<file path="src/rtl/inactivity_sleep_policy_macros.svh">
// Assertion macros for the inactivity sleep policy block.
// Expects clk and rst in the scope of the including module.
`ifndef INACTIVITY_SLEEP_POLICY_MACROS_SVH
`define INACTIVITY_SLEEP_POLICY_MACROS_SVH

// Condition must hold at every clock edge outside reset.
`define ISP_ASSERT_ALWAYS(name, cond, msg) \
  name: assert property (@(posedge clk) disable iff (rst) (cond)) else $error(msg);

// Consequent must hold in the same cycle as the antecedent.
`define ISP_ASSERT_IMP(name, ante, cons, msg) \
  name: assert property (@(posedge clk) disable iff (rst) (ante) |-> (cons)) \
    else $error(msg);

`endif

</file>
<file path="src/rtl/isp_pkg.sv">
// Shared types, codes and constants of the inactivity sleep policy block.
// No dependencies; used by isp_policy and inactivity_sleep_policy.
`default_nettype none

package isp_pkg;

  localparam int DEFAULT_TIME_BITS = 48;

  localparam int MS_W   = 27;                 // millisecond quantities
  localparam int US_W   = 37;                 // timeouts in microseconds
  localparam int CFG_IDX_W = 1;

  localparam logic [CFG_IDX_W-1:0] CFG_LIGHT_TIMEOUT = 1'b0;
  localparam logic [CFG_IDX_W-1:0] CFG_DEEP_TIMEOUT  = 1'b1;

  localparam logic [MS_W-1:0] LIGHT_RESET_MS = MS_W'(10000);
  localparam logic [MS_W-1:0] DEEP_RESET_MS  = MS_W'(60000);
  localparam longint MS_TO_US = 1000;

  // floor(x / 1000) for x < 2^US_W: x = hi * 2^SPLIT + lo,
  // x = hi * SPLIT_QUO * 1000 + (hi * SPLIT_REM + lo)
  localparam int SPLIT   = 20;
  localparam int HI_W    = US_W - SPLIT;
  localparam int Y_W     = 27;
  localparam int Q_W     = 28;
  localparam longint SPLIT_QUO = (64'd1 << SPLIT) / MS_TO_US;
  localparam longint SPLIT_REM = (64'd1 << SPLIT) % MS_TO_US;

  // reciprocal of 1000, exact for y < 2^Y_W
  localparam int RECIP_SHIFT = 37;
  localparam int RECIP_W     = 28;
  localparam int PROD_W      = Y_W + RECIP_W;
  localparam logic [RECIP_W-1:0] RECIP =
    RECIP_W'(((64'd1 << RECIP_SHIFT) + 64'd999) / MS_TO_US);

  typedef enum logic [2:0] {
    MODE_POLL       = 3'd0,
    MODE_ACTIVITY   = 3'd1,
    MODE_LIGHT_DONE = 3'd2,
    MODE_BUTTON     = 3'd3,
    MODE_REQUEST    = 3'd4,
    MODE_START      = 3'd5,
    MODE_RELEASE    = 3'd6
  } mode_t;

  typedef enum logic [2:0] {
    ST_NONE    = 3'd0,
    ST_DEEP    = 3'd1,
    ST_LIGHT   = 3'd2,
    ST_REFUSED = 3'd3,
    ST_INVALID = 3'd4
  } status_t;

  typedef struct packed {
    mode_t mode;
    logic  button_released;
    logic  light_ok;
    logic  woke_by_button;
    logic  activity_wake;
    logic  deadline_reached;
  } item_t;

  typedef struct packed {
    status_t         status;
    logic            sleep_requested;
    logic            button_reserved;
    logic            monitor_active;
    logic [US_W-1:0] inactive;       // nonzero only with a light claim
  } verdict_t;

endpackage

`default_nettype wire

</file>
<file path="src/rtl/inactivity_sleep_policy.sv">
// Top level of the inactivity sleep policy: request register, policy step,
// rounding pipeline for deep_left_ms. Depends on isp_pkg, isp_policy, macros.
//
//   channel   signals                          handshake
//   request   mode, now_us, flag bits          req_valid / req_ready
//   result    status, deep_left_ms, flags      res_valid / res_ready
//   config    cfg_index, cfg_data              cfg_we, no wait
//
// One request per cycle sustained while res_ready holds; a result leaves the
// request register through the split, multiply and output registers.
// Each stage holds while the next is full; bubbles collapse, so a request is
// taken while a result waits. Reset clears policy state and restores timeouts.
`default_nettype none

module inactivity_sleep_policy #(
  parameter int TIME_BITS = isp_pkg::DEFAULT_TIME_BITS
) (
  input  logic                          clk,
  input  logic                          rst,
  input  logic                          cfg_we,
  input  logic [isp_pkg::CFG_IDX_W-1:0] cfg_index,
  input  logic [isp_pkg::MS_W-1:0]      cfg_data,
  input  logic                          req_valid,
  output logic                          req_ready,
  input  logic [2:0]                    mode,
  input  logic [TIME_BITS-1:0]          now_us,
  input  logic                          button_released,
  input  logic                          light_ok,
  input  logic                          woke_by_button,
  input  logic                          activity_wake,
  input  logic                          deadline_reached,
  output logic                          res_valid,
  input  logic                          res_ready,
  output logic [2:0]                    status,
  output logic [isp_pkg::MS_W-1:0]      deep_left_ms,
  output logic                          sleep_requested,
  output logic                          button_reserved,
  output logic                          monitor_active
);
  import isp_pkg::*;
  `include "inactivity_sleep_policy_macros.svh"

  // timeouts
  logic [US_W-1:0] light_us;
  logic [US_W-1:0] deep_us;
  logic [MS_W-1:0] deep_ms;

  always_ff @(posedge clk) begin
    if (rst) begin
      light_us <= US_W'(LIGHT_RESET_MS) * US_W'(MS_TO_US);
      deep_us  <= US_W'(DEEP_RESET_MS) * US_W'(MS_TO_US);
      deep_ms  <= DEEP_RESET_MS;
    end else if (cfg_we) begin
      unique case (cfg_index)
        CFG_LIGHT_TIMEOUT: light_us <= US_W'(cfg_data) * US_W'(MS_TO_US);
        CFG_DEEP_TIMEOUT: begin
          deep_us <= US_W'(cfg_data) * US_W'(MS_TO_US);
          deep_ms <= cfg_data;
        end
        default: begin
        end
      endcase
    end
  end

  // stage handshake
  logic s0_valid, p1_valid, p2_valid;
  logic s0_free, p1_free, p2_free, p3_free;
  logic step;

  assign p3_free   = !res_valid || res_ready;
  assign p2_free   = !p2_valid || p3_free;
  assign p1_free   = !p1_valid || p2_free;
  assign s0_free   = !s0_valid || p1_free;
  assign req_ready = s0_free;
  assign step      = s0_valid && p1_free;

  // request register
  item_t                s0_item;
  logic [TIME_BITS-1:0] s0_now;

  always_ff @(posedge clk) begin
    if (rst) begin
      s0_valid <= 1'b0;
    end else if (s0_free) begin
      s0_valid <= req_valid;
    end
  end

  always_ff @(posedge clk) begin
    if (req_valid && s0_free) begin
      s0_item.mode             <= mode_t'(mode);
      s0_item.button_released  <= button_released;
      s0_item.light_ok         <= light_ok;
      s0_item.woke_by_button   <= woke_by_button;
      s0_item.activity_wake    <= activity_wake;
      s0_item.deadline_reached <= deadline_reached;
      s0_now                   <= now_us;
    end
  end

  verdict_t verdict;

  isp_policy #(
    .TIME_BITS(TIME_BITS)
  ) u_policy (
    .clk     (clk),
    .rst     (rst),
    .step    (step),
    .item    (s0_item),
    .now_us  (s0_now),
    .light_us(light_us),
    .deep_us (deep_us),
    .verdict (verdict)
  );

  // rounding pipeline: remaining = deep_ms - floor(inactive / 1000)
  verdict_t             p1_verdict, p2_verdict;
  logic [HI_W-1:0]      p1_hi;
  logic [Y_W-1:0]       p1_y;
  logic [MS_W-1:0]      p1_deep_ms, p2_deep_ms;
  logic [PROD_W-1:0]    p2_prod;
  logic [Q_W-1:0]       p2_hi_quo;
  logic [Q_W-1:0]       quot;

  always_ff @(posedge clk) begin
    if (rst) begin
      p1_valid  <= 1'b0;
      p2_valid  <= 1'b0;
      res_valid <= 1'b0;
    end else begin
      if (p1_free) p1_valid <= s0_valid;
      if (p2_free) p2_valid <= p1_valid;
      if (p3_free) res_valid <= p2_valid;
    end
  end

  assign quot = p2_hi_quo + Q_W'(p2_prod[PROD_W-1:RECIP_SHIFT]);

  always_ff @(posedge clk) begin
    if (step) begin
      p1_verdict <= verdict;
      p1_hi      <= verdict.inactive[US_W-1:SPLIT];
      p1_y       <= Y_W'(Y_W'(verdict.inactive[US_W-1:SPLIT]) * Y_W'(SPLIT_REM))
                    + Y_W'(verdict.inactive[SPLIT-1:0]);
      p1_deep_ms <= (verdict.status == ST_LIGHT) ? deep_ms : '0;
    end
    if (p1_valid && p2_free) begin
      p2_verdict <= p1_verdict;
      p2_prod    <= PROD_W'(p1_y) * PROD_W'(RECIP);
      p2_hi_quo  <= Q_W'(p1_hi) * Q_W'(SPLIT_QUO);
      p2_deep_ms <= p1_deep_ms;
    end
    if (p2_valid && p3_free) begin
      status          <= p2_verdict.status;
      sleep_requested <= p2_verdict.sleep_requested;
      button_reserved <= p2_verdict.button_reserved;
      monitor_active  <= p2_verdict.monitor_active;
      deep_left_ms    <= MS_W'(Q_W'(p2_deep_ms) - quot);
    end
  end

  `ISP_ASSERT_IMP(a_rem_only_light, res_valid && (status != ST_LIGHT),
                  deep_left_ms == '0, "deep_left_ms set without a light claim")
  `ISP_ASSERT_IMP(a_light_has_rem, res_valid && (status == ST_LIGHT),
                  deep_left_ms != '0, "light claim with zero remaining time")
  `ISP_ASSERT_IMP(a_claim_pending, res_valid && (status == ST_DEEP || status == ST_REFUSED),
                  sleep_requested, "deep claim or refusal without pending request")
  `ISP_ASSERT_ALWAYS(a_stall_full, req_ready || (s0_valid && p1_valid && p2_valid && res_valid),
                     "request stalled while pipeline has a bubble")

endmodule

`default_nettype wire

</file>
<file path="src/rtl/isp_policy.sv">
// Policy state and per-request decision logic.
// Depends on isp_pkg; state advances on step.
`default_nettype none

module isp_policy #(
  parameter int TIME_BITS = isp_pkg::DEFAULT_TIME_BITS
) (
  input  logic                   clk,
  input  logic                   rst,
  input  logic                   step,
  input  isp_pkg::item_t         item,
  input  logic [TIME_BITS-1:0]   now_us,
  input  logic [isp_pkg::US_W-1:0] light_us,
  input  logic [isp_pkg::US_W-1:0] deep_us,
  output isp_pkg::verdict_t      verdict
);
  import isp_pkg::*;

  localparam int CW = (TIME_BITS > US_W) ? TIME_BITS : US_W;

  logic monitor_on, monitor_on_next;
  logic request_pending, request_pending_next;
  logic light_active, light_active_next;
  logic button_guard, button_guard_next;
  logic light_failed, light_failed_next;
  logic policy_owns_request, policy_owns_request_next;
  logic [TIME_BITS-1:0] last_activity_us, last_activity_us_next;

  logic [TIME_BITS-1:0] inactive;
  logic [CW-1:0]        inactive_w;
  logic                 deep_hit;
  logic                 light_hit;
  status_t              status;
  logic [US_W-1:0]      claim_inactive;

  assign inactive   = now_us - last_activity_us;
  assign inactive_w = CW'(inactive);
  assign deep_hit   = inactive_w >= CW'(deep_us);
  assign light_hit  = inactive_w >= CW'(light_us);

  always_comb begin
    monitor_on_next          = monitor_on;
    request_pending_next     = request_pending;
    light_active_next        = light_active;
    button_guard_next        = button_guard;
    light_failed_next        = light_failed;
    policy_owns_request_next = policy_owns_request;
    last_activity_us_next    = last_activity_us;
    status                   = ST_NONE;
    claim_inactive           = '0;
    unique case (item.mode)
      MODE_POLL: begin
        if (request_pending) begin
          if (monitor_on && !light_active) begin
            monitor_on_next = 1'b0;
          end
        end else if (monitor_on && !light_active) begin
          if (deep_hit) begin
            request_pending_next     = 1'b1;
            policy_owns_request_next = 1'b1;
            status                   = ST_DEEP;
          end else if (!light_failed && light_hit) begin
            light_active_next = 1'b1;
            status            = ST_LIGHT;
            claim_inactive    = inactive_w[US_W-1:0];
          end
        end
      end
      MODE_ACTIVITY: begin
        if (monitor_on && !request_pending) begin
          last_activity_us_next = now_us;
          light_failed_next     = 1'b0;
        end
      end
      MODE_LIGHT_DONE: begin
        if (!light_active) begin
          status = ST_INVALID;
        end else begin
          light_active_next = 1'b0;
          if (!item.light_ok) begin
            light_failed_next = 1'b1;
          end else if (item.activity_wake) begin
            if (item.woke_by_button) begin
              button_guard_next = 1'b1;
            end
            if (!request_pending) begin
              last_activity_us_next = now_us;
              light_failed_next     = 1'b0;
            end
          end else if (item.deadline_reached) begin
            if (!request_pending) begin
              request_pending_next     = 1'b1;
              policy_owns_request_next = 1'b1;
              status                   = ST_DEEP;
            end else begin
              monitor_on_next = 1'b0;
              status          = ST_REFUSED;
            end
          end
        end
      end
      MODE_BUTTON: begin
        if (light_active || button_guard) begin
          if (item.button_released && !light_active) begin
            button_guard_next = 1'b0;
          end
        end else if (!item.button_released) begin
          if (!request_pending) begin
            request_pending_next     = 1'b1;
            policy_owns_request_next = 1'b0;
            status                   = ST_DEEP;
          end else begin
            status = ST_REFUSED;
          end
        end
      end
      MODE_REQUEST: begin
        if (!request_pending) begin
          request_pending_next     = 1'b1;
          policy_owns_request_next = 1'b0;
          status                   = ST_DEEP;
        end else begin
          status = ST_REFUSED;
        end
      end
      MODE_START: begin
        if (monitor_on) begin
          status = ST_INVALID;
        end else begin
          last_activity_us_next = now_us;
          monitor_on_next       = 1'b1;
          light_active_next     = 1'b0;
          button_guard_next     = 1'b0;
          light_failed_next     = 1'b0;
        end
      end
      MODE_RELEASE: begin
        if (!request_pending) begin
          status = ST_INVALID;
        end else begin
          request_pending_next = 1'b0;
          if (policy_owns_request) begin
            monitor_on_next   = 1'b0;
            light_active_next = 1'b0;
          end
          policy_owns_request_next = 1'b0;
        end
      end
      default: begin
      end
    endcase
  end

  always_ff @(posedge clk) begin
    if (rst) begin
      monitor_on          <= 1'b0;
      request_pending     <= 1'b0;
      light_active        <= 1'b0;
      button_guard        <= 1'b0;
      light_failed        <= 1'b0;
      policy_owns_request <= 1'b0;
      last_activity_us    <= '0;
    end else if (step) begin
      monitor_on          <= monitor_on_next;
      request_pending     <= request_pending_next;
      light_active        <= light_active_next;
      button_guard        <= button_guard_next;
      light_failed        <= light_failed_next;
      policy_owns_request <= policy_owns_request_next;
      last_activity_us    <= last_activity_us_next;
    end
  end

  always_comb begin
    verdict.status          = status;
    verdict.sleep_requested = request_pending_next;
    verdict.button_reserved = light_active_next || button_guard_next;
    verdict.monitor_active  = monitor_on_next;
    verdict.inactive        = claim_inactive;
  end

endmodule

`default_nettype wire

</file>
<file path="config.mk">
export PLATFORM = sky130hd
export DESIGN_NAME = inactivity_sleep_policy
export DESIGN_NICKNAME = d
export VERILOG_FILES = /design/src/rtl/isp_pkg.sv /design/src/rtl/inactivity_sleep_policy.sv /design/src/rtl/isp_policy.sv
export VERILOG_INCLUDE_DIRS = /design/src /design/src/rtl
export SDC_FILE = /design/constraint.sdc
export NUM_CORES = 2
export LEC_CHECK = 0
export BUFFER_PORTS_ARGS = -buffer_cell sky130_fd_sc_hd__buf_4
export CAP_MARGIN = 20
export CORE_MARGIN = 3
export CORE_UTILIZATION = 45
export CTS_CLUSTER_DIAMETER = 120
export DETAILED_ROUTE_END_ITERATION = 12
export GPL_ROUTABILITY_DRIVEN = 0
export GPL_TIMING_DRIVEN = 0
export PLACE_DENSITY_LB_ADDON = 0.15
export SLEW_MARGIN = 20
export SYNTH_ARGS = -nofsm -noshare
export SYNTH_HDL_FRONTEND = slang
export SYNTH_HIERARCHICAL = 1
export SYNTH_SLANG_ARGS = --single-unit
</file>
<file path="constraint.sdc">
create_clock -name clk -period 8.95 [get_ports clk]
set_input_delay 0.4475 -clock clk [delete_from_list [all_inputs] [get_ports clk]]
set_output_delay 0.4475 -clock clk [all_outputs]
set_load 0.005 [all_outputs]
</file>
After elaboration in Yosys (flattened, before gate mapping)
Index checks and enable logic that the tools add are counted.
Widths: inputs -> output; s select.

storage, ports and cells
  flip-flop bits (word level) = 430
  bits of input ports = 89
  memory bits (read-only) = 0
  memories = 0
  RAM bits = 0
  bits in latches = 0

operators by class
  order comparisons = 2
  divide/modulo/power cells = 0
  multiply operators = 4
  multiplexer cells = 82
  reduce and logical (&&, ||, !) cells = 29
  shifts and indexed selects = 0
  add/subtract/negate cells = 4
  bitwise gates (word level) = 1
  equality and inequality tests = 23

operators by type and width
  cell                    count
  $mux 48                 6
  $mux 37                 5
  $pmux 48 s3             1
  $ge 48x37->1            2
  $mul 27x27->54 const B  1
  $mux 1                  50
  $sub 48x48->48          1
  $mul 27x7->34 const B   1
  $mux 3                  10
  $add 27x18->27          1
  $add 27x20->27          1
  $sub 27x27->27          1
  $mul 17x8->24 const B   1
  $mul 17x4->21 const B   1
  $ne 2x2->1 const B      9
  $pmux 3 s6              1
  $reduce_and 13->1       1
  $ne 2x1->1 const B      5
  $pmux 1 s5              2
  $eq 3x2->1 const B      3
  $eq 3x3->1 const B      3
  $logic_and 1x1->1       8
  $pmux 1 s4              2
  $reduce_and 8->1        1
  other kinds (12)        28

Logic depth before layout (Yosys ltp)
  word-level depth = 10
  gate-level depth with buffers = 41
  mapped depth without buffers = 40

Cells and area by module
Netlist, hierarchy kept.

by module, submodules not included
  module                   area an instance (µm²)  cells each  instances  sequential area each (µm²)
  inactivity_sleep_policy  30411.7                 2752        1          9178.8
  isp_policy               7672.4                  1114        1          1081.0

Worst setup path before layout
Ideal clock, no wire load.

  path type = register to register
  from = register s0_now[0]
  to = register p1_y[26] (data pin)
  setup slack = 0.993 ns
  buffers on the path = 1
  cell stages (with the launch flop) = 40
  setup time = 0.169 ns
  arrival time = 7.788 ns
  cells stage by stage = edfxtp_1 > inv_1 > ha_1 > inv_1 > fa_1 > a211oi_1 > o211ai_1 > a211oi_1 > o21ai_0 > a21o_1 > a21o_1 > xor2_1 > ha_1 > and4_1 > a221o_1 > and3_1 > nor3_1 > o41ai_1 > (+4 left out) > nor3b_1 > ha_1 > ha_1 > inv_1 > fa_1 > nor2b_1 > o21a_1 > o21ai_2 > or2b_1 > a21oi_1 > xnor2_1 > ha_1 > nor3_1 > nor2_1 > a41oi_2 > nor4_2 > inv_1 > o31ai_1

RTL lines
  item                      RTL line                        RTL
  start: declaration        inactivity_sleep_policy.sv:80   logic [TIME_BITS-1:0] s0_now;
  start signal: assignment  inactivity_sleep_policy.sv:98   s0_now <= now_us;
  end signal: assignment    inactivity_sleep_policy.sv:144  p1_y <= Y_W'(Y_W'(verdict.inactive[US_W-1:SPLIT]) * Y_W'(SPLIT_REM))
  end: declaration          inactivity_sleep_policy.sv:120  logic [Y_W-1:0] p1_y;

==> results.toml <==
[clock_network]
cts.sink_count = 392
cts_root_buf = "clkbuf_16"
cts_buffer_depth = 3
cts_buffers = 47
cts.clk_slew.worst_paths_ns = 0.06
clock_latency_ns = 0.62
htreeDepth = 2
cts_tree = "done"

[pwr]
peakVddDrop_mv = 0.141
swShare_pct = 40.3
leakage_nw = 19.8
power_frac_comb_pct = 49.7
switching_power_w = 0.00328
clockPowerShare_pct = 23.3
p_seq_share_pct = 27.0
p_int_w = 0.00486
p_per_area_mw_per_mm2 = 188

[layout]
antenna_cells = 0
finalNetCount = 5169
drive_gt1_share_pct = 8.40
syn_to_final_growth_pct = 13.7
stdcell_count = 5290
fin_util_pct = 51.8
final_area_mm2 = 0.0433
n_fill_cell = 7684

[sta]
post-route-min-period_ns = 8.56
fin_skew_ns = 0.0453
finalHoldViolCount = 0
setup_tns_ns = 0
setup_viol = 0
max_slew_margin_pct = 33.5
drv_slew = 0
timing.final.crit_share_pct = 95.6
tightestPinTransition_ns = 0.973
whs_ns = 0.0446
fmax_mhz = 117

[floorplan]
die-area_mm2 = 0.0882
num_rows = 106
coreArea_mm2 = 0.0837
die-width_um = 297
io_pins = 124
die_h_um = 297
initial_utilization_pct = 45.5

[setup_path]
worstSetupPathType = "reg2reg"
r2r_start = "s0_now[7]$_DFFE_PP_"
crit_slowest_cell = "edfxtp_1"
worstSetupStartpointType = "flip-flop"
max_stage_delay_ns = 0.49
cp-end-kind = "flip-flop"
required_ns = 9.30
cp_max_fo = 7
crit_top_cell = "ha_1"
crit_path_start = "s0_now[7]$_DFFE_PP_"
path_delay_family = "simple AND/OR/NAND/NOR gates"
arrival_ns = 8.91
path_buf_inv = 2

[route]
ant_nets = 0
drc_errors = 0
wl_per_cell_um = 17.6
routed_wl_um = 93300
vias_per_cell = 5.19
drtIter0Drc = 1612
vias = 27400
drt_first_pass_iters = 5

[min_path]
hold_start = "light_ok"
hp-class = "in2reg"

[logic_synthesis]
yosys_register_bits = 392
ys.flop_type = "edfxtp_1"
syn_area_mm2 = 0.0381
ys_warn_count = 6
synth_edf_count = 241
synth_area_per_cell_um2 = 9.85
ys_seq_area_share_pct = 26.9
syn-instance-count = 3866
async_flop_share_pct = 0
synth.distinct_cells = 94

[place]
dp_hpwl_um = 77400
io_buffer_count = 123
dp.cells = 5140
dpl-instance-area_mm2 = 0.0408

[outcome]
status = "finished clean"

[global_route]
grt_usage_pct = 21.3
antenna_found_initial = 5
grt_max_degree = 28
grt_pass1_wl_um = 150000
grt-ovfl-total = 0
grt_pass1_vias = 27700

[flow_run]
cap_violations = 0
## synth_stat cells, types with 37 or more instances
cell      count  area (µm²)
a21o_1       78         586
a21oi_1     287        1440
and2_1       38         238
clkbuf_1     79         297
dfxtp_1     151        3020
edfxtp_1    241        7240
fa_1        353        7070
ha_1        608        7610
inv_1       696        2610
nand2_1     355        1330
nand3_1      63         315
nand4_1      37         231
nor2_1      129         484
nor3_1       44         220
o21ai_0      88         440
xnor2_1     108         946
xor2_1       50         438
## kinds of logic after synthesis
| kind of cell | after synthesis | share of synthesized area, % |
|---|---|---|
| fa+ha+maj | 961 | 38.5 |
| simple gates | 837 | 10.8 |
| buf+inv | 793 | 7.88 |
| compound gates | 717 | 12.0 |
| flops | 392 | 26.9 |
| xor+xnor | 158 | 3.63 |
| mux | 7 | 0.184 |
| other cells | 1 | 0.00985 |
## cells in the final DEF, fill, tap and decap left out, drive strengths merged, types with 7 or more instances in the layout
cell,instances
o21a,31
nand2b,30
or2,9
mux2i,7
clkinv,18
and4,11
or4,10
a21boi,12
inv,701
a31oi,27
nand3,63
nor2b,27
a21oi,291
ha,608
a211oi,36
edfxtp,241
and3,13
a21o,78
o2111ai,7
nand2,356
dfxtp,151
xnor2,108
o31ai,7
clkbuf,135
fa,353
o21bai,19
dlygate4sd3,41
o211ai,30
nand4,38
o21ai,117
xor2,50
buf,175
nor3,45
and2,38
nor4,11
nor2,129
nor3b,38
or3,10
## per-stage QoR
step / setup WS [ns] / power (W)
after global routing: -0.0640 / 0.00884
after detailed placement: -1.61 / 0.00620
after floorplan: 0.993 / 0.00512
after global placement: -1.49 / 0.00616
after CTS: 0.0104 / 0.00820
final: 0.391 / 0.00814
## power groups by stage
stage	Combinational, W	Sequential (W)	Clock (W)
after floorplan	0.00293	0.00220	0
after global placement	0.00392	0.00224	0
after detailed placement	0.00396	0.00223	0
after CTS	0.00404	0.00220	0.00196
after global routing	0.00459	0.00221	0.00204
final	0.00404	0.00220	0.00190
## worst register-to-register path: cells and delay by family, from the launching register on
kind	cells	cell delay [ns]
AND/OR/NAND/NOR	15	2.99
AO/OA/AOI/OAI	12	2.60
adder cells (fa/ha/maj)	5	1.58
flip-flops	1	0.49
buffers and inverters	2	0.42
XOR/XNOR	2	0.21
## state kept, by name, indices dropped and copies added (netlist names), 3 cells and up
signal                     flops
s0_now                        48
u_policy/last_activity_us     48
light_us                      34
deep_us                       32
deep_left_ms                  27
deep_ms                       27
p1_deep_ms                    27
p1_y                          27
p2_deep_ms                    27
p2_hi_quo                     24
p2_prod                       18
p1_hi                         17
s0_item                        8
p1_verdict                     6
p2_verdict                     6
status                         3
## layout make-up
type	instances	area, µm²	share of cell area (%)
clock buffer	56	1230	2.85
inverter	697	2620	6.04
multi-input combinational	2686	25300	58.3
timing repair buffer	200	1800	4.15
buffer	95	402	0.927
tap	1134	1420	3.28
clock inverter	30	315	0.728
sequential	392	10300	23.7
## per-layer routing
layer	up-vias	GRT usage [%]	wire, µm
li1	13600	-	-
met1	13300	29.4	43400
met2	482	36.3	44800
met3	88	2.45	3430
met4	0	4.11	1700
met5	-	0	0
## worst paths after layout
check                                   to  slack [ns]  cells after the start
setup / recovery        p1_y[26]$_DFFE_PP_        0.39                     36
hold / removal        s0_item[3]$_DFFE_PP_        0.04                      1
setup reg to reg        p1_y[26]$_DFFE_PP_        0.39                     36
hold reg to reg   p2_deep_ms[25]$_DFFE_PP_        0.41                      0
## repair_timing
| action | CTS | global route |
|---|---|---|
| endpoints found under the hold margin | 41 | 0 |
| hold buffers | 41 | 0 |
| gates resized for setup | 37 | 37 |
| gates cloned | 0 | 1 |
| pin swaps | 11 | 13 |
| endpoints found under the setup margin | 15 | 8 |
| buffers inserted | 10 | 13 |
Note: power is estimated with default switching activity, not from simulation.
